`config.mk`:
```
export PLATFORM = sky130hd
export DESIGN_NAME = stal_fifo
export DESIGN_NICKNAME = d
export VERILOG_FILES = /design/src/design/stal_pkg.sv /design/src/design/stal_fifo.sv
export SDC_FILE = /design/constraint.sdc
export NUM_CORES = 1
export LEC_CHECK = 0
export BUFFER_PORTS_ARGS = -buffer_cell sky130_fd_sc_hd__buf_2
export CAP_MARGIN = 20
export CELL_PAD_IN_SITES_DETAIL_PLACEMENT = 0
export CELL_PAD_IN_SITES_GLOBAL_PLACEMENT = 1
export CORE_MARGIN = 10
export CORE_UTILIZATION = 44
export CTS_CLUSTER_SIZE = 40
export DETAILED_ROUTE_END_ITERATION = 12
export PLACE_DENSITY_LB_ADDON = 0.1
export SLEW_MARGIN = 0
export SYNTH_ARGS = -nofsm -noshare
export SYNTH_HDL_FRONTEND = slang
export SYNTH_SLANG_ARGS = --single-unit
```
`constraint.sdc`:
```
create_clock -name aclk -period 24.2 [get_ports aclk]
set_input_delay 7.26 -clock aclk [delete_from_list [all_inputs] [get_ports aclk]]
set_output_delay 7.26 -clock aclk [all_outputs]
set_load 0.1 [all_outputs]
```
`src/design/stal_pkg.sv`:
```
`timescale 1ns / 1ps
// ----------------------------------------------------------------------------
// stal_pkg
// Shared constants, types and state codes for the stereo level meter.
// ----------------------------------------------------------------------------
package stal_pkg;

    localparam int SAMPLE_BITS = 24;
    localparam int CHANNELS    = 2;

    localparam logic [1:0] CFG_SLEW_SCALE = 2'd0;
    localparam logic [1:0] CFG_ZERO_STEP  = 2'd1;
    localparam logic [1:0] CFG_WINDOW_LEN = 2'd2;

    localparam logic [15:0] SLEW_SCALE_RST = 16'd403;
    localparam logic [15:0] ZERO_STEP_RST  = 16'd256;
    localparam logic [15:0] WINDOW_LEN_RST = 16'd1881;

    // Window statistics frozen at report time.
    typedef struct packed {
        logic [CHANNELS-1:0][SAMPLE_BITS:0]     max_slew;
        logic [CHANNELS-1:0][SAMPLE_BITS-1:0]   peak_mag;
        logic [CHANNELS-1:0][63:0]              sum_squares;
        logic [CHANNELS-1:0][23:0]              longest_run;
        logic [16:0]                            sample_count;
    } report_t;

    typedef enum logic [2:0] {
        B_IDLE,
        B_SLEW,
        B_DIV,
        B_CHECK,
        B_RMS1,
        B_RMS2,
        B_PEAK,
        B_DONE
    } back_state_t;

endpackage

```
`src/design/stal_fifo.sv`:
```
`timescale 1ns / 1ps
`default_nettype none
// ----------------------------------------------------------------------------
// stal_fifo
// Two-entry queue of window reports between the front and the back.
// ----------------------------------------------------------------------------
module stal_fifo import stal_pkg::*; (
    input  wire logic    aclk,
    input  wire logic    aresetn,
    input  wire logic    push,
    input  report_t      push_data,
    output logic         full,
    input  wire logic    pop,
    output report_t      pop_data,
    output logic         empty,
    output logic [1:0]   level
);

    report_t     mem_reg [2];
    logic        wr_ptr_reg, wr_ptr_next;
    logic        rd_ptr_reg, rd_ptr_next;
    logic [1:0]  cnt_reg,    cnt_next;
    logic        do_push, do_pop;

    assign full     = (cnt_reg == 2'd2);
    assign empty    = (cnt_reg == 2'd0);
    assign level    = cnt_reg;
    assign pop_data = mem_reg[rd_ptr_reg];
    assign do_push  = push && !full;
    assign do_pop   = pop && !empty;

    always_comb begin
        wr_ptr_next = do_push ? !wr_ptr_reg : wr_ptr_reg;
        rd_ptr_next = do_pop ? !rd_ptr_reg : rd_ptr_reg;
        cnt_next    = cnt_reg + {1'b0, do_push} - {1'b0, do_pop};
    end

    always_ff @(posedge aclk) begin
        if (do_push) begin
            mem_reg[wr_ptr_reg] <= push_data;
        end
        if (!aresetn) begin
            wr_ptr_reg <= 1'b0;
            rd_ptr_reg <= 1'b0;
            cnt_reg    <= 2'd0;
        end else begin
            wr_ptr_reg <= wr_ptr_next;
            rd_ptr_reg <= rd_ptr_next;
            cnt_reg    <= cnt_next;
        end
    end

endmodule
`default_nettype wire

```
==> metrics.txt <==
GRT overflow=0; Worst-Margin Slew=1.178 ns; capture point of the worst path=pop_data[195]; setup TNS=0 ns; Reg clk slew, reported paths=0.06 ns; post-synthesis sequential area ratio=roughly 82%; initial antenna violation count=29; Min-Delay Path Class=flip-flop to flip-flop; H-tree Lvls=2; Clock Skews=0.01334 ns; Setup Fix Bufs, Post-CTS=0; Initial Util=44.68%; max reg flops=582; die area=~0.058 mm^2; Worst R2R Path Depth=5; Slew Viols, Final=0; initial DRC count=606; num rows=80; Crit path largest cell delay=1.02 ns; required time worst endpoint=16.94 ns; Mapped Area=0.02142 mm^2; Clock Latency Late Sink=0.61 ns; drt pass-1 iters=4; CP Depth=3; Port Buffer Count=589; GPL Wtd Cong=0.7835; CTS Hold Bufs=0; top-count cell post-synth=edfxtp_1; crit path kind=flip-flop to output pin; Die Height=around 240 um; Hold Fails Final Rpt=0; MaxCap Viol Count=0; end of the worst register-to-register path=mem_reg[0][161]; GRT Resource Usage Total=about a fifth; ranking of synthesized cells by area=edfxtp_1 (82%), mux2_2 (15%), clkbuf_8 (1.9%); Slew Limit Headroom=a little over a fifth; Post-layout nets=1,855; period utilization=~44%; clock sink count=approximately 600; slowest CP cell=dfxtp_4; CTS Buf Count=60; wire length per cell=~25 um; Fill cells=3,829; #FFs+latches synth=587; vias in the first global route=approximately 12,000; Synth top area share=around 82%; sequential cell area=0.01758 mm^2; DR vias=roughly 11,000; ys async rst share=0%; count of cell types in the netlist=17; PostCTS Resize Cnt=0; critical path arrival=3.41 ns; Crit. End Element=output pin; syn_nets=1,229; Tmin final=around 11 ns; share of cells above drive strength 1=59.93%; Max Freq=about 94 MHz; DIE WIDTH=between 200 and 250 um; TritonCTS clock tree=built; flop2flop setup slack=21.24 ns; Synth Area per Inst=22.98 um^2; # IOs=590; Core Area=0.04795 mm^2; RSZ-0062 raised after global routing=false; CP bufs+invs=2; Synth Warn #=0; area added between synthesis and finish=24.37%; Reg2Reg Launch Point=level[0]; crit path launch type=flip-flop; CP delay by family, top=buffers and inverters; Commonest cells post-synth=edfxtp_1 (582), mux2_2 (291), clkbuf_8 (29); status=finished clean; final setup fails=0; Max Root-Sink Buffers=3; number of synthesized flops with an enable pin=582; Remaining DRCs=0; Post-DP HPWL=40.15 mm; pin count of the biggest net entering global routing=between 150 and 200; area of the multi-input gates=around 0.0034 mm^2; crit-path max FO=165; cells after synthesis=approximately 930; antenna viol nets, final=0; total wire length=56.46 mm; clk root buf=clkbuf_16; Vias/cell=4.953; first-pass GRT wire length=77.76 mm; Synth Flop Type=edfxtp_1; crit-path cells=buf_12, mux2_2, buf_2; top cell type by total area after synthesis=edfxtp_1
[worst register-to-register path, delay by kind of cell (launching register included)]
family | cells | cell delay (ns)
buffers and inverters | 2 | 1.52
AND/OR/NAND/NOR | 3 | 0.49
flip-flops | 1 | 0.46
[logic make-up after synthesis]
logic type               synth area share, %
flip-flops                             82.06
multiplexers                           15.34
buffers and inverters                  2.074
AND/OR/NAND/NOR                       0.2921
XOR/XNOR                             0.08179
adder cells (fa/ha/maj)               0.1168
AO/OA/AOI/OAI                        0.03506
[per-layer routing]
metal | routed length, um | part of all wire (%) | vias up | global-route usage (%)
li1 | - | - | 5018 | -
met1 | 19700 | 35 | 5545 | 19.97
met2 | 29160 | 52 | 418 | 31.94
met3 | 5935 | 11 | 92 | 8.384
met4 | 1520 | 2.7 | 22 | 7.343
met5 | 142 | 0.25 | - | 0
[how the worst min path moves through the flow]
stage,cells past startpoint,slack [ns],start,endpoint
detailed placement,2,0.51,rd_ptr_reg,rd_ptr_reg
global route,2,0.57,wr_ptr_reg,wr_ptr_reg
finish,2,0.52,rd_ptr_reg,rd_ptr_reg
global placement,2,0.50,rd_ptr_reg,rd_ptr_reg
floorplan,2,0.45,wr_ptr_reg,wr_ptr_reg
CTS,2,0.52,rd_ptr_reg,rd_ptr_reg
[cell type report]
class	instances	share of cell area, %
sequential	587	65.99
multi-input combinational	310	12.81
timing repair buffer	596	11.40
clock buffer	81	6.011
tap	615	2.888
clock inverter	30	0.6904
antenna	18	0.1691
inverter	3	0.04227
[stage by stage]
step	util (%)	instance area, um^2	setup WS (ns)	instances	hold slack (ns)
2_1_floorplan	-	21420	3.846	932	0.4549
3_3_place_gp	51.75	24810	14.12	2111	0.4955
3_5_place_dp	51.75	24810	14.15	2111	0.5097
4_1_cts	55.47	26600	13.47	2222	0.5237
5_1_grt	55.54	26630	13.30	2234	0.5652
6_report	55.57	26640	13.53	2240	0.5221
[cell usage in the layout, fill, tap and decap left out]
cell type / netlist / layout
ha_1: 2 / 2
nand2b_1: 2 / 2
buf_2: 0 / 589
diode_2: 0 / 18
mux2i_1: 1 / 1
inv_1: 3 / 3
o21a_1: 1 / 1
buf_12: 0 / 3
xnor2_1: 1 / 1
nand2_1: 2 / 2
clkinv_1: 0 / 18
dfxtp_1: 5 / 4
clkinvlp_4: 0 / 1
clkbuf_16: 0 / 61
nor3_1: 1 / 1
buf_4: 0 / 4
inv_6: 0 / 1
and2_1: 2 / 2
xor2_1: 1 / 1
and3_4: 0 / 1
clkinv_2: 0 / 8
nor2_4: 0 / 1
dfxtp_4: 0 / 1
mux2_2: 291 / 291
clkbuf_1: 0 / 20
edfxtp_1: 582 / 582
nor2_1: 5 / 4
bufinv_16: 0 / 2
Power is left out: the tool's default activity adds up to more than one toggle a clock period on the data nets, which glitch-free logic cannot reach.
