$ cat config.mk
export PLATFORM = sky130hd
export DESIGN_NAME = stal_front
export DESIGN_NICKNAME = d
export VERILOG_FILES = /design/src/design/stal_pkg.sv /design/src/design/stal_front.sv
export SDC_FILE = /design/constraint.sdc
export NUM_CORES = 2
export LEC_CHECK = 0
export BUFFER_PORTS_ARGS = -buffer_cell sky130_fd_sc_hd__clkbuf_2
export CORE_MARGIN = 4
export CORE_UTILIZATION = 59
export CTS_BUF_LIST = sky130_fd_sc_hd__clkbuf_8
export DETAILED_ROUTE_END_ITERATION = 6
export PLACE_DENSITY = 0.82
export SYNTH_ARGS = -nofsm -noshare
export SYNTH_HDL_FRONTEND = slang
export SYNTH_SLANG_ARGS = --single-unit
$ cat constraint.sdc
create_clock -name aclk -period 15.5 [get_ports aclk]
set_clock_uncertainty 0.15 [all_clocks]
set_input_delay 3.1 -clock aclk [delete_from_list [all_inputs] [get_ports aclk]]
set_output_delay 3.1 -clock aclk [all_outputs]
set_load 0.02 [all_outputs]
$ cat src/design/stal_pkg.sv
`timescale 1ns / 1ps
// ----------------------------------------------------------------------------
// stal_pkg
// Shared constants, types and state codes for the stereo level meter.
// ----------------------------------------------------------------------------
package stal_pkg;

    localparam int SAMPLE_BITS = 24;
    localparam int CHANNELS    = 2;

    localparam logic [1:0] CFG_SLEW_SCALE = 2'd0;
    localparam logic [1:0] CFG_ZERO_STEP  = 2'd1;
    localparam logic [1:0] CFG_WINDOW_LEN = 2'd2;

    localparam logic [15:0] SLEW_SCALE_RST = 16'd403;
    localparam logic [15:0] ZERO_STEP_RST  = 16'd256;
    localparam logic [15:0] WINDOW_LEN_RST = 16'd1881;

    // Window statistics frozen at report time.
    typedef struct packed {
        logic [CHANNELS-1:0][SAMPLE_BITS:0]     max_slew;
        logic [CHANNELS-1:0][SAMPLE_BITS-1:0]   peak_mag;
        logic [CHANNELS-1:0][63:0]              sum_squares;
        logic [CHANNELS-1:0][23:0]              longest_run;
        logic [16:0]                            sample_count;
    } report_t;

    typedef enum logic [2:0] {
        B_IDLE,
        B_SLEW,
        B_DIV,
        B_CHECK,
        B_RMS1,
        B_RMS2,
        B_PEAK,
        B_DONE
    } back_state_t;

endpackage

$ cat src/design/stal_front.sv
`timescale 1ns / 1ps
`default_nettype none
// ----------------------------------------------------------------------------
// stal_front
// Per-sample statistics update; closes a window into a report when it ends.
// ----------------------------------------------------------------------------
module stal_front import stal_pkg::*; (
    input  wire logic                                  aclk,
    input  wire logic                                  aresetn,
    input  wire logic                                  in_valid,
    output logic                                       in_ready,
    input  wire logic [CHANNELS-1:0][SAMPLE_BITS-1:0]  samples,
    input  wire logic [15:0]                           zero_step,
    input  wire logic [15:0]                           window_len,
    input  wire logic                                  queue_full,
    output logic                                       push,
    output report_t                                    push_data
);

    logic [CHANNELS-1:0][SAMPLE_BITS-1:0] prev_reg,    prev_next;
    logic [CHANNELS-1:0][SAMPLE_BITS:0]   slew_reg,    slew_next;
    logic [CHANNELS-1:0][SAMPLE_BITS-1:0] peak_reg,    peak_next;
    logic [CHANNELS-1:0][63:0]            sum_reg,     sum_next;
    logic [CHANNELS-1:0][23:0]            run_reg,     run_next;
    logic [CHANNELS-1:0][23:0]            longest_reg, longest_next;
    logic [CHANNELS-1:0]                  pos_reg,     pos_next;
    logic [16:0]                          count_reg,   count_next;

    logic [CHANNELS-1:0][SAMPLE_BITS:0]   slew_upd;
    logic [CHANNELS-1:0][SAMPLE_BITS-1:0] peak_upd;
    logic [CHANNELS-1:0][63:0]            sum_upd;
    logic [CHANNELS-1:0][23:0]            run_upd;
    logic [CHANNELS-1:0][23:0]            longest_upd;
    logic [CHANNELS-1:0][SAMPLE_BITS:0]   diff;
    logic [CHANNELS-1:0][SAMPLE_BITS:0]   slew_abs;
    logic [CHANNELS-1:0][SAMPLE_BITS-1:0] mag;
    logic [CHANNELS-1:0][2*SAMPLE_BITS-1:0] sq;
    logic [CHANNELS-1:0][64:0]            sum_wide;
    logic [CHANNELS-1:0][24:0]            run_wide;
    logic [CHANNELS-1:0][23:0]            run_sat;
    logic [16:0]                          count_upd;
    logic                                 accept;
    logic                                 report;

    assign in_ready = !queue_full;
    assign accept   = in_valid && in_ready;

    always_comb begin
        prev_next    = prev_reg;
        slew_next    = slew_reg;
        peak_next    = peak_reg;
        sum_next     = sum_reg;
        run_next     = run_reg;
        longest_next = longest_reg;
        pos_next     = pos_reg;
        count_next   = count_reg;

        for (int c = 0; c < CHANNELS; c++) begin
            diff[c]     = {samples[c][SAMPLE_BITS-1], samples[c]}
                        - {prev_reg[c][SAMPLE_BITS-1], prev_reg[c]};
            slew_abs[c] = diff[c][SAMPLE_BITS] ? (~diff[c] + 1'b1) : diff[c];
            mag[c]      = samples[c][SAMPLE_BITS-1] ? (~samples[c] + 1'b1) : samples[c];
            sq[c]       = {{SAMPLE_BITS{1'b0}}, mag[c]} * {{SAMPLE_BITS{1'b0}}, mag[c]};
            sum_wide[c] = {1'b0, sum_reg[c]} + {17'd0, sq[c]};
            run_wide[c] = {1'b0, run_reg[c]} + {9'd0, zero_step};
            run_sat[c]  = run_wide[c][24] ? 24'hFF_FFFF : run_wide[c][23:0];

            slew_upd[c]    = (slew_abs[c] > slew_reg[c]) ? slew_abs[c] : slew_reg[c];
            peak_upd[c]    = (mag[c] > peak_reg[c]) ? mag[c] : peak_reg[c];
            sum_upd[c]     = sum_wide[c][64] ? 64'hFFFF_FFFF_FFFF_FFFF : sum_wide[c][63:0];
            longest_upd[c] = (run_sat[c] > longest_reg[c]) ? run_sat[c] : longest_reg[c];
            run_upd[c]     = run_sat[c];
            pos_next[c]    = pos_reg[c];
            // A zero sample keeps the polarity; only a strict sign flips it.
            if (pos_reg[c] && samples[c][SAMPLE_BITS-1]) begin
                pos_next[c] = 1'b0;
                run_upd[c]  = '0;
            end else if (!pos_reg[c] && !samples[c][SAMPLE_BITS-1]
                         && (samples[c] != '0)) begin
                pos_next[c] = 1'b1;
                run_upd[c]  = '0;
            end
        end

        count_upd = (count_reg == 17'h1_FFFF) ? count_reg : count_reg + 17'd1;
        report    = count_upd > {1'b0, window_len};

        push_data.max_slew     = slew_upd;
        push_data.peak_mag     = peak_upd;
        push_data.sum_squares  = sum_upd;
        push_data.longest_run  = longest_upd;
        push_data.sample_count = count_upd;
        push                   = accept && report;

        if (!accept) begin
            pos_next = pos_reg;
        end else begin
            prev_next = samples;
            if (report) begin
                slew_next    = '0;
                peak_next    = '0;
                sum_next     = '0;
                run_next     = '0;
                longest_next = '0;
                count_next   = '0;
            end else begin
                slew_next    = slew_upd;
                peak_next    = peak_upd;
                sum_next     = sum_upd;
                run_next     = run_upd;
                longest_next = longest_upd;
                count_next   = count_upd;
            end
        end
    end

    always_ff @(posedge aclk) begin
        if (!aresetn) begin
            prev_reg    <= '0;
            slew_reg    <= '0;
            peak_reg    <= '0;
            sum_reg     <= '0;
            run_reg     <= '0;
            longest_reg <= '0;
            pos_reg     <= '0;
            count_reg   <= '0;
        end else begin
            prev_reg    <= prev_next;
            slew_reg    <= slew_next;
            peak_reg    <= peak_next;
            sum_reg     <= sum_next;
            run_reg     <= run_next;
            longest_reg <= longest_next;
            pos_reg     <= pos_next;
            count_reg   <= count_next;
        end
    end

endmodule
`default_nettype wire

==> flow_summary.json <==
{
  "finalSetupViolCount": 0,
  "avgSynthCellArea_sq_um": 8.361,
  "critPathKind": "in2out",
  "cts_made_buffers": 81,
  "wl_per_cell_um": 21.85,
  "fin_crit_ps": 15420,
  "postRouteAntennaNets": 0,
  "yosysUniqueCellTypes": 93,
  "pre_cts_slack_ps": -190.6,
  "multi_input_area_sq_um": 48330,
  "path_delay_family": "adder cells",
  "worstSetupStartpointType": "input port",
  "fin_cells": 9520,
  "cts_htree_levels": 3,
  "hold_path_class": "reg2reg",
  "drt-pass1-iter-count": 6,
  "cpMostUsedCell": "fa_1",
  "synth_ff_type": "dfxtp_1",
  "fillers": 8296,
  "drcViolationCount": 0,
  "area_delta_synth_final_pct": 14.44,
  "cp_slowest_cell": "fa_1",
  "slowest_delay_ps": 600,
  "ys_top_cells_by_area": "fa_1 30%, dfxtp_1 13%, ha_1 12%",
  "largest_register_ffs": 128,
  "synth-seq-cells": 389,
  "slew_headroom": 0.1639,
  "async_flop_share": 0,
  "hold_viol": 0,
  "slew_violations": 0,
  "gr-total-overflow": 0,
  "ios": 377,
  "clk_latency_ps": 770,
  "rows": 118,
  "avgViaCountPerCell": 5.926,
  "place_inst": 9310,
  "finalInstanceArea_sq_um": 71210,
  "post-dp-hpwl_um": 162600,
  "required_ps": 12250,
  "vias": 56410,
  "yosysWarningCount": 0,
  "cts_root_buf": "clkbuf_8",
  "setup_ws_ps": 77.72,
  "crit_arrival_ps": 12170,
  "port_buffers": 376,
  "drt-initial-drc-count": 5720,
  "holdWs_ps": 304.3,
  "grt_pass1_wl_um": 316100,
  "clk_path_buf_depth": 3,
  "drv_cap": 0,
  "final_nets": 9697,
  "cts_tree": "built",
  "crit_fanout": 5,
  "routed_wl_um": 208000,
  "place_area_sq_um": 67980,
  "antenna_found_initial": 9,
  "crit_path_end_kind": "primary output",
  "postCtsHoldBufs": 0,
  "cts.clk_slew.worst_paths_ps": 60,
  "synth_edf_count": 0,
  "tightestPinTransition_ps": 1249,
  "routabilityCongestion": 1.045,
  "synth_area_sq_um": 62230,
  "cts_num_sinks": 389,
  "ys_seq_area_frac": 0.1251,
  "die_w_um": 332.8,
  "synth_area_leader_cell": "fa_1",
  "synth_top_area_share": 0.3024,
  "dieHeight_um": 332.8,
  "core_area_sq_um": 104100,
  "period_share": 0.9950,
  "dieArea_sq_um": 110700,
  "initial_core_util": 0.5978,
  "postSynthCellCount": 7442,
  "grt_pass1_vias": 57450,
  "grt_max_degree": 74,
  "worst-path-buf-inv": 12,
  "status": "complete, no violations",
  "area.sequential_sq_um": 7787,
  "fmax_mhz": 64.84,
  "grtUsageTotal": 0.3628,
  "drive_above_1_share": 0.1508
}
[final cells by class]
cell class / count / area share
Timing Repair Buffer: 807 / 0.07894
Inverter: 1616 / 0.08551
Tap cell: 1380 / 0.02425
Sequential cell: 389 / 0.1094
Clock buffer: 99 / 0.01913
Antenna cell: 5 / 0.0001757
Multi-Input combinational cell: 5176 / 0.6787
Clock inverter: 45 / 0.003637
Timing Repair inverter: 3 / 0.0003163
[through the flow]
stage	util	TNS [ps]
after floorplan	-	0
after global placement	0.6531	-345.0
after detailed placement	0.6531	-5160
after CTS	0.6693	-4.727
after global routing	0.6841	-1796
final	0.6842	0
[placed cells by master, fill, tap and decap left out, types with 24 or more instances in the layout]
master / count
a31oi_1: 45
o21a_1: 80
a211oi_1: 25
or3_1: 24
o2bb2ai_1: 27
fa_1: 935
nand2_1: 808
o21ai_0: 217
nand2_2: 32
nor3_1: 69
nand3_1: 71
a21o_1: 141
mux2_2: 69
xor2_1: 108
inv_1: 1619
and3_1: 50
conb_1: 36
buf_4: 428
a21oi_1: 362
and2_1: 24
ha_1: 583
clkbuf_2: 330
nor2_1: 478
nand4_1: 67
a22o_1: 156
a22oi_1: 51
dfxtp_1: 389
nand2b_1: 29
o21bai_1: 26
nor2b_1: 51
clkbuf_8: 99
xnor2_1: 148
mux2i_1: 37
[logic make-up after synthesis]
kind of cell / synth area share
AOI/OAI and AO/OA: 0.1496
DFF: 0.1251
buffers and inverters: 0.1154
other: 0.0001207
and+or+nand+nor: 0.1301
muxes: 0.01880
xor gates and xnor gates: 0.03798
adders and majority gates: 0.4229
[tightest hold or removal path, cell delays in order (launching register included)]
cell	delay, ps
dfxtp_1	300
nand2_1	50
a21oi_1	50
[worst paths after layout]
| path | startpoint | end | slack, ps | cells after the start |
|---|---|---|---|---|
| worst max-delay path | samples[6] | push_data[110] | 80 | 38 |
| worst min-delay path | prev_reg[20] | prev_reg[20] | 300 | 2 |
| worst max register to register | prev_reg[0] | slew_reg[21] | 8030 | 23 |
| worst min register to register | prev_reg[20] | prev_reg[20] | 300 | 2 |
[layer usage]
layer,GRT usage,vias to the layer above,routed length (um)
met1,0.4848,27470,80150
met4,0.1818,8,12490
met5,0,-,55
met2,0.5583,3137,90870
met3,0.08216,729,24430
li1,-,25070,-
[synth_stat cells (all sizes together), types with 9 or more instances]
master,instances
inv,1607
fa,940
nand2,850
ha,599
nor2,497
dfxtp,389
a21oi,379
clkbuf,271
o21ai,242
a22o,156
xnor2,156
a21o,142
xor2,113
o21a,81
nor3,74
nand3,73
mux2,71
nand4,67
and3,52
nor2b,52
a22oi,51
a31oi,49
mux2i,37
nand2b,32
or3,30
a211oi,29
and2,28
o21bai,27
o2bb2ai,27
buf,24
o31ai,24
o211ai,23
nor4,21
a2111oi,16
a21boi,16
or2,16
a41oi,12
and4,12
or4,11
nand3b,10
a221oi,9
clkinv,9
[what timing repair did]
item | in CTS | in global routing
buffers inserted | 0 | 50
pin swaps | 1 | 45
gates resized for setup | 15 | 294
setup endpoints to repair | 72 | 128
gates cloned | 0 | 11
Power is left out: the tool's default activity adds up to more than one toggle a clock period on the data nets, which glitch-free logic cannot reach.
