[config.mk]
export PLATFORM = sky130hd
export DESIGN_NAME = stal_back
export DESIGN_NICKNAME = d
export VERILOG_FILES = /design/src/design/stal_pkg.sv /design/src/design/stal_isqrt.sv /design/src/design/stal_back.sv
export SDC_FILE = /design/constraint.sdc
export NUM_CORES = 2
export LEC_CHECK = 0
export ABC_AREA = 1
export BUFFER_PORTS_ARGS = -buffer_cell sky130_fd_sc_hd__clkbuf_2
export CAP_MARGIN = 20
export CELL_PAD_IN_SITES_DETAIL_PLACEMENT = 2
export CELL_PAD_IN_SITES_GLOBAL_PLACEMENT = 2
export CORE_MARGIN = 8
export CORE_UTILIZATION = 30
export CTS_CLUSTER_SIZE = 20
export DETAILED_ROUTE_END_ITERATION = 6
export MAX_ROUTING_LAYER = met4
export PLACE_DENSITY_LB_ADDON = 0.1
export SYNTH_ARGS = -nofsm -noshare
export SYNTH_HDL_FRONTEND = slang
export SYNTH_SLANG_ARGS = --single-unit
[constraint.sdc]
create_clock -name aclk -period 23.3 [get_ports aclk]
set_input_delay 3.495 -clock aclk [delete_from_list [all_inputs] [get_ports aclk]]
set_output_delay 3.495 -clock aclk [all_outputs]
set_load 0.02 [all_outputs]
[src/design/stal_pkg.sv]
`timescale 1ns / 1ps
// ----------------------------------------------------------------------------
// stal_pkg
// Shared constants, types and state codes for the stereo level meter.
// ----------------------------------------------------------------------------
package stal_pkg;

    localparam int SAMPLE_BITS = 24;
    localparam int CHANNELS    = 2;

    localparam logic [1:0] CFG_SLEW_SCALE = 2'd0;
    localparam logic [1:0] CFG_ZERO_STEP  = 2'd1;
    localparam logic [1:0] CFG_WINDOW_LEN = 2'd2;

    localparam logic [15:0] SLEW_SCALE_RST = 16'd403;
    localparam logic [15:0] ZERO_STEP_RST  = 16'd256;
    localparam logic [15:0] WINDOW_LEN_RST = 16'd1881;

    // Window statistics frozen at report time.
    typedef struct packed {
        logic [CHANNELS-1:0][SAMPLE_BITS:0]     max_slew;
        logic [CHANNELS-1:0][SAMPLE_BITS-1:0]   peak_mag;
        logic [CHANNELS-1:0][63:0]              sum_squares;
        logic [CHANNELS-1:0][23:0]              longest_run;
        logic [16:0]                            sample_count;
    } report_t;

    typedef enum logic [2:0] {
        B_IDLE,
        B_SLEW,
        B_DIV,
        B_CHECK,
        B_RMS1,
        B_RMS2,
        B_PEAK,
        B_DONE
    } back_state_t;

endpackage

[src/design/stal_isqrt.sv]
`timescale 1ns / 1ps
`default_nettype none
// ----------------------------------------------------------------------------
// stal_isqrt
// Iterative floor square root of a 64-bit value, two radicand bits a cycle.
// ----------------------------------------------------------------------------
module stal_isqrt import stal_pkg::*; (
    input  wire logic        aclk,
    input  wire logic        aresetn,
    input  wire logic        start,
    input  wire logic [63:0] radicand,
    output logic             done,
    output logic [31:0]      root
);

    logic [63:0] rad_reg,  rad_next;
    logic [34:0] rem_reg,  rem_next;
    logic [31:0] root_reg, root_next;
    logic [5:0]  cnt_reg,  cnt_next;
    logic        busy_reg, busy_next;
    logic        done_reg, done_next;
    logic [34:0] rem_try;
    logic [34:0] trial;

    always_comb begin
        rad_next  = rad_reg;
        rem_next  = rem_reg;
        root_next = root_reg;
        cnt_next  = cnt_reg;
        busy_next = busy_reg;
        done_next = 1'b0;
        rem_try   = {rem_reg[32:0], rad_reg[63:62]};
        trial     = {1'b0, root_reg, 2'b01};
        if (start && !busy_reg) begin
            rad_next  = radicand;
            rem_next  = '0;
            root_next = '0;
            cnt_next  = 6'd32;
            busy_next = 1'b1;
        end else if (busy_reg) begin
            rad_next = {rad_reg[61:0], 2'b00};
            if (rem_try >= trial) begin
                rem_next  = rem_try - trial;
                root_next = {root_reg[30:0], 1'b1};
            end else begin
                rem_next  = rem_try;
                root_next = {root_reg[30:0], 1'b0};
            end
            cnt_next = cnt_reg - 6'd1;
            if (cnt_reg == 6'd1) begin
                busy_next = 1'b0;
                done_next = 1'b1;
            end
        end
    end

    always_ff @(posedge aclk) begin
        rad_reg  <= rad_next;
        rem_reg  <= rem_next;
        root_reg <= root_next;
        cnt_reg  <= cnt_next;
        if (!aresetn) begin
            busy_reg <= 1'b0;
            done_reg <= 1'b0;
        end else begin
            busy_reg <= busy_next;
            done_reg <= done_next;
        end
    end

    assign done = done_reg;
    assign root = root_reg;

endmodule
`default_nettype wire

[src/design/stal_back.sv]
`timescale 1ns / 1ps
`default_nettype none
// ----------------------------------------------------------------------------
// stal_back
// Turns one queued report into output values: scaled slew, a restoring
// divide for the mean square, and square roots on a shared root unit.
// ----------------------------------------------------------------------------
module stal_back import stal_pkg::*; (
    input  wire logic          aclk,
    input  wire logic          aresetn,
    input  wire logic          queue_empty,
    input  report_t            queue_data,
    output logic               pop,
    input  wire logic [15:0]   slew_scale,
    output logic               out_valid,
    input  wire logic          out_ready,
    output logic [175:0]       out_data
);

    back_state_t            state_reg,  state_next;
    report_t                rep_reg,    rep_next;
    logic                   ch_reg,     ch_next;
    logic [5:0]             dcnt_reg,   dcnt_next;
    logic [16:0]            drem_reg,   drem_next;
    logic [63:0]            quo_reg,    quo_next;
    logic [1:0][27:0]       slew_res_reg, slew_res_next;
    logic [1:0][16:0]       peak_res_reg, peak_res_next;
    logic [1:0][16:0]       rms_res_reg,  rms_res_next;
    logic                   oval_reg,   oval_next;
    logic [175:0]           odata_reg,  odata_next;

    logic                   sq_start;
    logic [63:0]            sq_operand;
    logic                   sq_done;
    logic [31:0]            sq_root;
    logic [40:0]            slew_prod;
    logic [17:0]            dtry;
    logic                   dge;

    stal_isqrt u_isqrt (
        .aclk     (aclk),
        .aresetn  (aresetn),
        .start    (sq_start),
        .radicand (sq_operand),
        .done     (sq_done),
        .root     (sq_root)
    );

    always_comb begin
        state_next    = state_reg;
        rep_next      = rep_reg;
        ch_next       = ch_reg;
        dcnt_next     = dcnt_reg;
        drem_next     = drem_reg;
        quo_next      = quo_reg;
        slew_res_next = slew_res_reg;
        peak_res_next = peak_res_reg;
        rms_res_next  = rms_res_reg;
        oval_next     = oval_reg;
        odata_next    = odata_reg;
        pop           = 1'b0;
        sq_start      = 1'b0;
        sq_operand    = {31'd0, rep_reg.peak_mag[ch_reg], 9'd0};
        slew_prod     = {16'd0, rep_reg.max_slew[ch_reg]} * {25'd0, slew_scale};
        dtry          = {drem_reg, quo_reg[63]};
        dge           = dtry >= {1'b0, rep_reg.sample_count};

        if (oval_reg && out_ready) begin
            oval_next = 1'b0;
        end

        unique case (state_reg)
            B_IDLE: begin
                if (!queue_empty) begin
                    pop        = 1'b1;
                    rep_next   = queue_data;
                    ch_next    = 1'b0;
                    state_next = B_SLEW;
                end
            end
            B_SLEW: begin
                slew_res_next[ch_reg] = (slew_prod[40:36] != 5'd0) ? 28'hFFF_FFFF
                                                                   : slew_prod[35:8];
                drem_next  = '0;
                quo_next   = rep_reg.sum_squares[ch_reg];
                dcnt_next  = 6'd63;
                state_next = B_DIV;
            end
            B_DIV: begin
                drem_next = dge ? 17'(dtry - {1'b0, rep_reg.sample_count}) : dtry[16:0];
                quo_next  = {quo_reg[62:0], dge};
                dcnt_next = dcnt_reg - 6'd1;
                if (dcnt_reg == 6'd0) begin
                    state_next = B_CHECK;
                end
            end
            B_CHECK: begin
                // A mean square at or above full scale reads as exactly one.
                if (quo_reg[63:46] != '0) begin
                    rms_res_next[ch_reg] = 17'h1_0000;
                    sq_start             = 1'b1;
                    state_next           = B_PEAK;
                end else begin
                    sq_operand = {quo_reg[45:0], 18'd0};
                    sq_start   = 1'b1;
                    state_next = B_RMS1;
                end
            end
            B_RMS1: begin
                sq_operand = {32'd0, sq_root};
                if (sq_done) begin
                    sq_start   = 1'b1;
                    state_next = B_RMS2;
                end
            end
            B_RMS2: begin
                if (sq_done) begin
                    rms_res_next[ch_reg] = sq_root[16:0];
                    sq_start             = 1'b1;
                    state_next           = B_PEAK;
                end
            end
            B_PEAK: begin
                if (sq_done) begin
                    peak_res_next[ch_reg] = sq_root[16:0];
                    if (ch_reg) begin
                        state_next = B_DONE;
                    end else begin
                        ch_next    = 1'b1;
                        state_next = B_SLEW;
                    end
                end
            end
            B_DONE: begin
                if (!oval_reg || out_ready) begin
                    oval_next  = 1'b1;
                    odata_next = {4'd0,
                                  rep_reg.longest_run[1], rep_reg.longest_run[0],
                                  rms_res_reg[1], rms_res_reg[0],
                                  peak_res_reg[1], peak_res_reg[0],
                                  slew_res_reg[1], slew_res_reg[0]};
                    state_next = B_IDLE;
                end
            end
            default: state_next = B_IDLE;
        endcase
    end

    always_ff @(posedge aclk) begin
        rep_reg      <= rep_next;
        ch_reg       <= ch_next;
        dcnt_reg     <= dcnt_next;
        drem_reg     <= drem_next;
        quo_reg      <= quo_next;
        slew_res_reg <= slew_res_next;
        peak_res_reg <= peak_res_next;
        rms_res_reg  <= rms_res_next;
        odata_reg    <= odata_next;
        if (!aresetn) begin
            state_reg <= B_IDLE;
            oval_reg  <= 1'b0;
        end else begin
            state_reg <= state_next;
            oval_reg  <= oval_next;
        end
    end

    assign out_valid = oval_reg;
    assign out_data  = odata_reg;

endmodule
`default_nettype wire

==> parameters.txt <==
Parameter                              Value

Synthesis
  Count of flip-flops with a built-in enable after synthesis    739
  Complex-gate fraction of the synthesized area    0.0642
  Syn Area/Cell    10.5 µm²
  Multiplexer area fraction after synthesis    0.000436
  Yosys cell types    58
  Count of state elements after synthesis    ~820
  Synthesis warning total    0
  Dominant combinational cell family by area after synthesis    adder cells
  Simple-gate area share of the yosys netlist    0.149
  Leading post-synthesis cells by cell area    sky130_fd_sc_hd__edfxtp_1, sky130_fd_sc_hd__fa_1, sky130_fd_sc_hd__nand2_1
  Async SR Flop Fraction    0
  Area fraction of the dominant cell type after synthesis    0.483
  Sequential share of the synthesized area    0.517
  Adder-cell share of the synthesized area    0.184
  Cell taking the most area after synthesis    sky130_fd_sc_hd__edfxtp_1
  Post-Synthesis Cell Area    approximately 0.046 mm²
  Most instantiated flip-flop cell in the synthesis netlist    sky130_fd_sc_hd__edfxtp_1
  Instance count of the mapped netlist    4369
  Xor-xnor portion of the synthesized cell area    0.0111

Floorplan
  Total I/O pin count    489
  Area enclosed by the die boundary    0.166 mm²
  Row Count    143
  Initial Util    0.302
  Die extent in y    slightly above 400 µm
  Core footprint    approximately 0.15 mm²
  Floorplan die width    407 µm

Clock tree
  Num CTS Buffers    94
  Clk sinks    around 820
  CTS Root Buffer Type    sky130_fd_sc_hd__clkbuf_16
  Post-cts resize count    0
  Hold Buf Count CTS    0
  CTS H-tree depth    3
  Worst-path clk slew    ~0.060 ns
  Clock latency on the worst-skew pair    0.70 ns
  Count of buffers added by post-CTS timing repair for setup    0
  Clock buffer depth    3
  TritonCTS clock tree    yes

Worst setup path
  Reg2Reg Launch Point    ch_reg
  FF-to-FF End    slew_res_reg[27]
  Cells on worst reg2reg path    30
  Worst setup EP type    flip-flop
  Dominant cell type by count on the critical path    sky130_fd_sc_hd__fa_1
  Category of cells accounting for the largest share of critical-path delay    adder cells
  Cell with the largest stage delay on the worst path    sky130_fd_sc_hd__clkinv_1
  Buf+Inv Stages, Crit Path    6
  Worst path required time    23.70 ns
  Critical path type    in2reg
  Slowest cell delay on critical path    between 0.6 and 0.7 ns
  Minimum setup slack among reg-to-reg paths    14.06 ns
  Startpoint Class    primary input
  CP Max Fanout    28
  Crit path DAT    10.41 ns

Layout
  Flip-flop count of the largest register after layout    roughly 290
  Area used by multi-input combinational logic    0.0189 mm²
  Growth of design area from synthesis to finish    16.9%
  Number of nets in the layout    5637
  Number of inserted filler cells in the final layout    16500
  FF+latch area    0.0237 mm²
  Post-route cell area    0.0537 mm²
  Fraction of layout cells with a size suffix above 1    0.165

Worst hold path
  Min-Delay Endpoint    out_data[84]
  Classification of the worst-slack hold path    reg2reg
  Cell depth of the worst min-delay path    0
  Hold Startpoint    peak_res_reg[28]

Timing
  Sum of negative setup slack    0 ns
  Tcrit/Tclk final    0.429
  Final Setup Violations    0
  Unrepaired setup endpoints after global routing    no
  Count of final hold-check violations    0
  Slew Viols, Final    0
  Relative slew slack    0.286
  Maximum clock frequency    0.100 GHz
  Time the worst path needs with I/O delays and setup    10.00 ns
  Clock Skew    between 0.05 and 0.06 ns
  Actual transition at the worst max-transition pin    1.07 ns

Placement
  Number of port buffers    484
  Weighted congestion at the end of routability-driven global placement    ~0.84
  Detailed-placement wirelength estimate    128000 µm
  Post-detailed-placement cell area    0.0506 mm²

Routing
  Number of remaining DRC errors    0
  Vias after detailed routing    32800
  Mean routed wirelength per cell    23.8 µm
  First-pass detailed-route iteration total    5
  Initial DRC count    about 1800
  Via-per-instance ratio    about 4.7
  Number of nets with antenna violations after detailed routing    0
  Total Routed Length    166000 µm

Global routing
  First-pass GRT wire length    ~250000 µm
  Largest net degree at the start of global routing    166
  Number of global-route vias before repair    36500
  Number of antenna violations at the first check in global routing    14
  All-Layer GR Usage    0.202
  GRT Residual Overflow    0

Status
  Outcome    finished, final reports clean

Job
  Max capacitance violation total    0
## synth_stat cells, types with 3 or more instances
cell type and instances:
sky130_fd_sc_hd__nand2_1 960, sky130_fd_sc_hd__edfxtp_1 739, sky130_fd_sc_hd__inv_1 703, sky130_fd_sc_hd__nor2_1 384, sky130_fd_sc_hd__fa_1 320, sky130_fd_sc_hd__ha_1 165, sky130_fd_sc_hd__a21oi_1 156, sky130_fd_sc_hd__nand3_1 114
sky130_fd_sc_hd__o21ai_0 111, sky130_fd_sc_hd__clkbuf_1 102, sky130_fd_sc_hd__dfxtp_1 77, sky130_fd_sc_hd__a31oi_1 74, sky130_fd_sc_hd__or2_2 51, sky130_fd_sc_hd__a22oi_1 41, sky130_fd_sc_hd__xnor2_1 36, sky130_fd_sc_hd__nand2_2 35
sky130_fd_sc_hd__buf_2 23, sky130_fd_sc_hd__nor3_1 23, sky130_fd_sc_hd__o211ai_1 23, sky130_fd_sc_hd__xor2_1 22, sky130_fd_sc_hd__a22o_1 19, sky130_fd_sc_hd__o21bai_1 17, sky130_fd_sc_hd__nand3b_1 16, sky130_fd_sc_hd__nand4_1 16
sky130_fd_sc_hd__inv_2 15, sky130_fd_sc_hd__nor2_2 13, sky130_fd_sc_hd__o21ai_1 13, sky130_fd_sc_hd__o31ai_1 10, sky130_fd_sc_hd__a2bb2oi_1 9, sky130_fd_sc_hd__clkinv_1 9, sky130_fd_sc_hd__buf_1 8, sky130_fd_sc_hd__buf_4 8
sky130_fd_sc_hd__o22ai_1 8, sky130_fd_sc_hd__buf_6 5, sky130_fd_sc_hd__o21a_1 4, sky130_fd_sc_hd__a21boi_0 3, sky130_fd_sc_hd__and2_1 3, sky130_fd_sc_hd__and3_1 3, sky130_fd_sc_hd__nor2_4 3, sky130_fd_sc_hd__nor4_1 3
## per-layer routing
layer / wire length [µm] / vias to the layer above / track usage
li1: - / 15100 / -
met3: 7910 / 179 / 0.0349
met5: 0 / - / -
met2: 75100 / 773 / 0.314
met1: 78700 / 16700 / 0.276
met4: 4040 / 0 / 0.0495
## logic make-up after synthesis
family,Yosys count
DFF,816
AOI/OAI and AO/OA,494
adders and majority gates,485
xor gates and xnor gates,58
other,1
buffers and inverters,876
muxes,2
and+or+nand+nor,1637
## worst register-to-register path: cells and delay by family (launching register included)
family,cells,cell delay [ns]
simple gates,14,2.55
flops,1,0.36
fa+ha+maj,7,3.67
buf+inv,9,2.37
## cell type report
type,count,area share
sequential,816,0.442
multi-input combinational,2680,0.351
timing repair buffer,522,0.0517
inverter,727,0.0509
tap,2030,0.0473
clock buffer,121,0.0468
clock inverter,56,0.00942
antenna,12,0.000559
## cell usage in the layout, fill, tap and decap left out, drive strengths merged, types with 6 or more instances in the layout
cell type  instances
a2bb2oi            9
o31ai             10
a22oi             41
nor3              25
nor2             402
edfxtp           739
nand3            116
xor2              22
dfxtp             77
or2               52
buf               38
a21oi            158
o21ai            125
ha               165
nand3b            17
a22o              19
clkbuf           605
fa               320
o21bai            18
o22ai              8
a31oi             74
clkinvlp           6
diode             12
inv              723
xnor2             36
o211ai            23
nand2            997
clkinv            50
nand4             18
## metrics by stage
stage	std cells	util	worst slack, ns	hold slack [ns]
after floorplan	4372	-	4.12	0.400
after global placement	6771	0.333	12.53	0.401
after detailed placement	6772	0.333	12.48	0.406
after CTS	6949	0.353	13.25	0.416
after global routing	6962	0.353	12.88	0.415
final	6964	0.353	13.30	0.411
## worst max-delay path by stage
stage	from	to	slack, ns	cells past startpoint
2_1_floorplan	queue_empty	pop	4.12	1
3_3_place_gp	slew_scale[13]	slew_res_reg[27]	12.53	25
4_1_cts	slew_scale[13]	slew_res_reg[29]	13.25	25
3_5_place_dp	slew_scale[13]	slew_res_reg[27]	12.48	25
6_report	slew_scale[13]	slew_res_reg[27]	13.30	25
5_1_grt	slew_scale[13]	slew_res_reg[55]	12.88	24
Power is not shown: default switching activity piles up to over one toggle a cycle in this logic, so the estimate is an artifact.
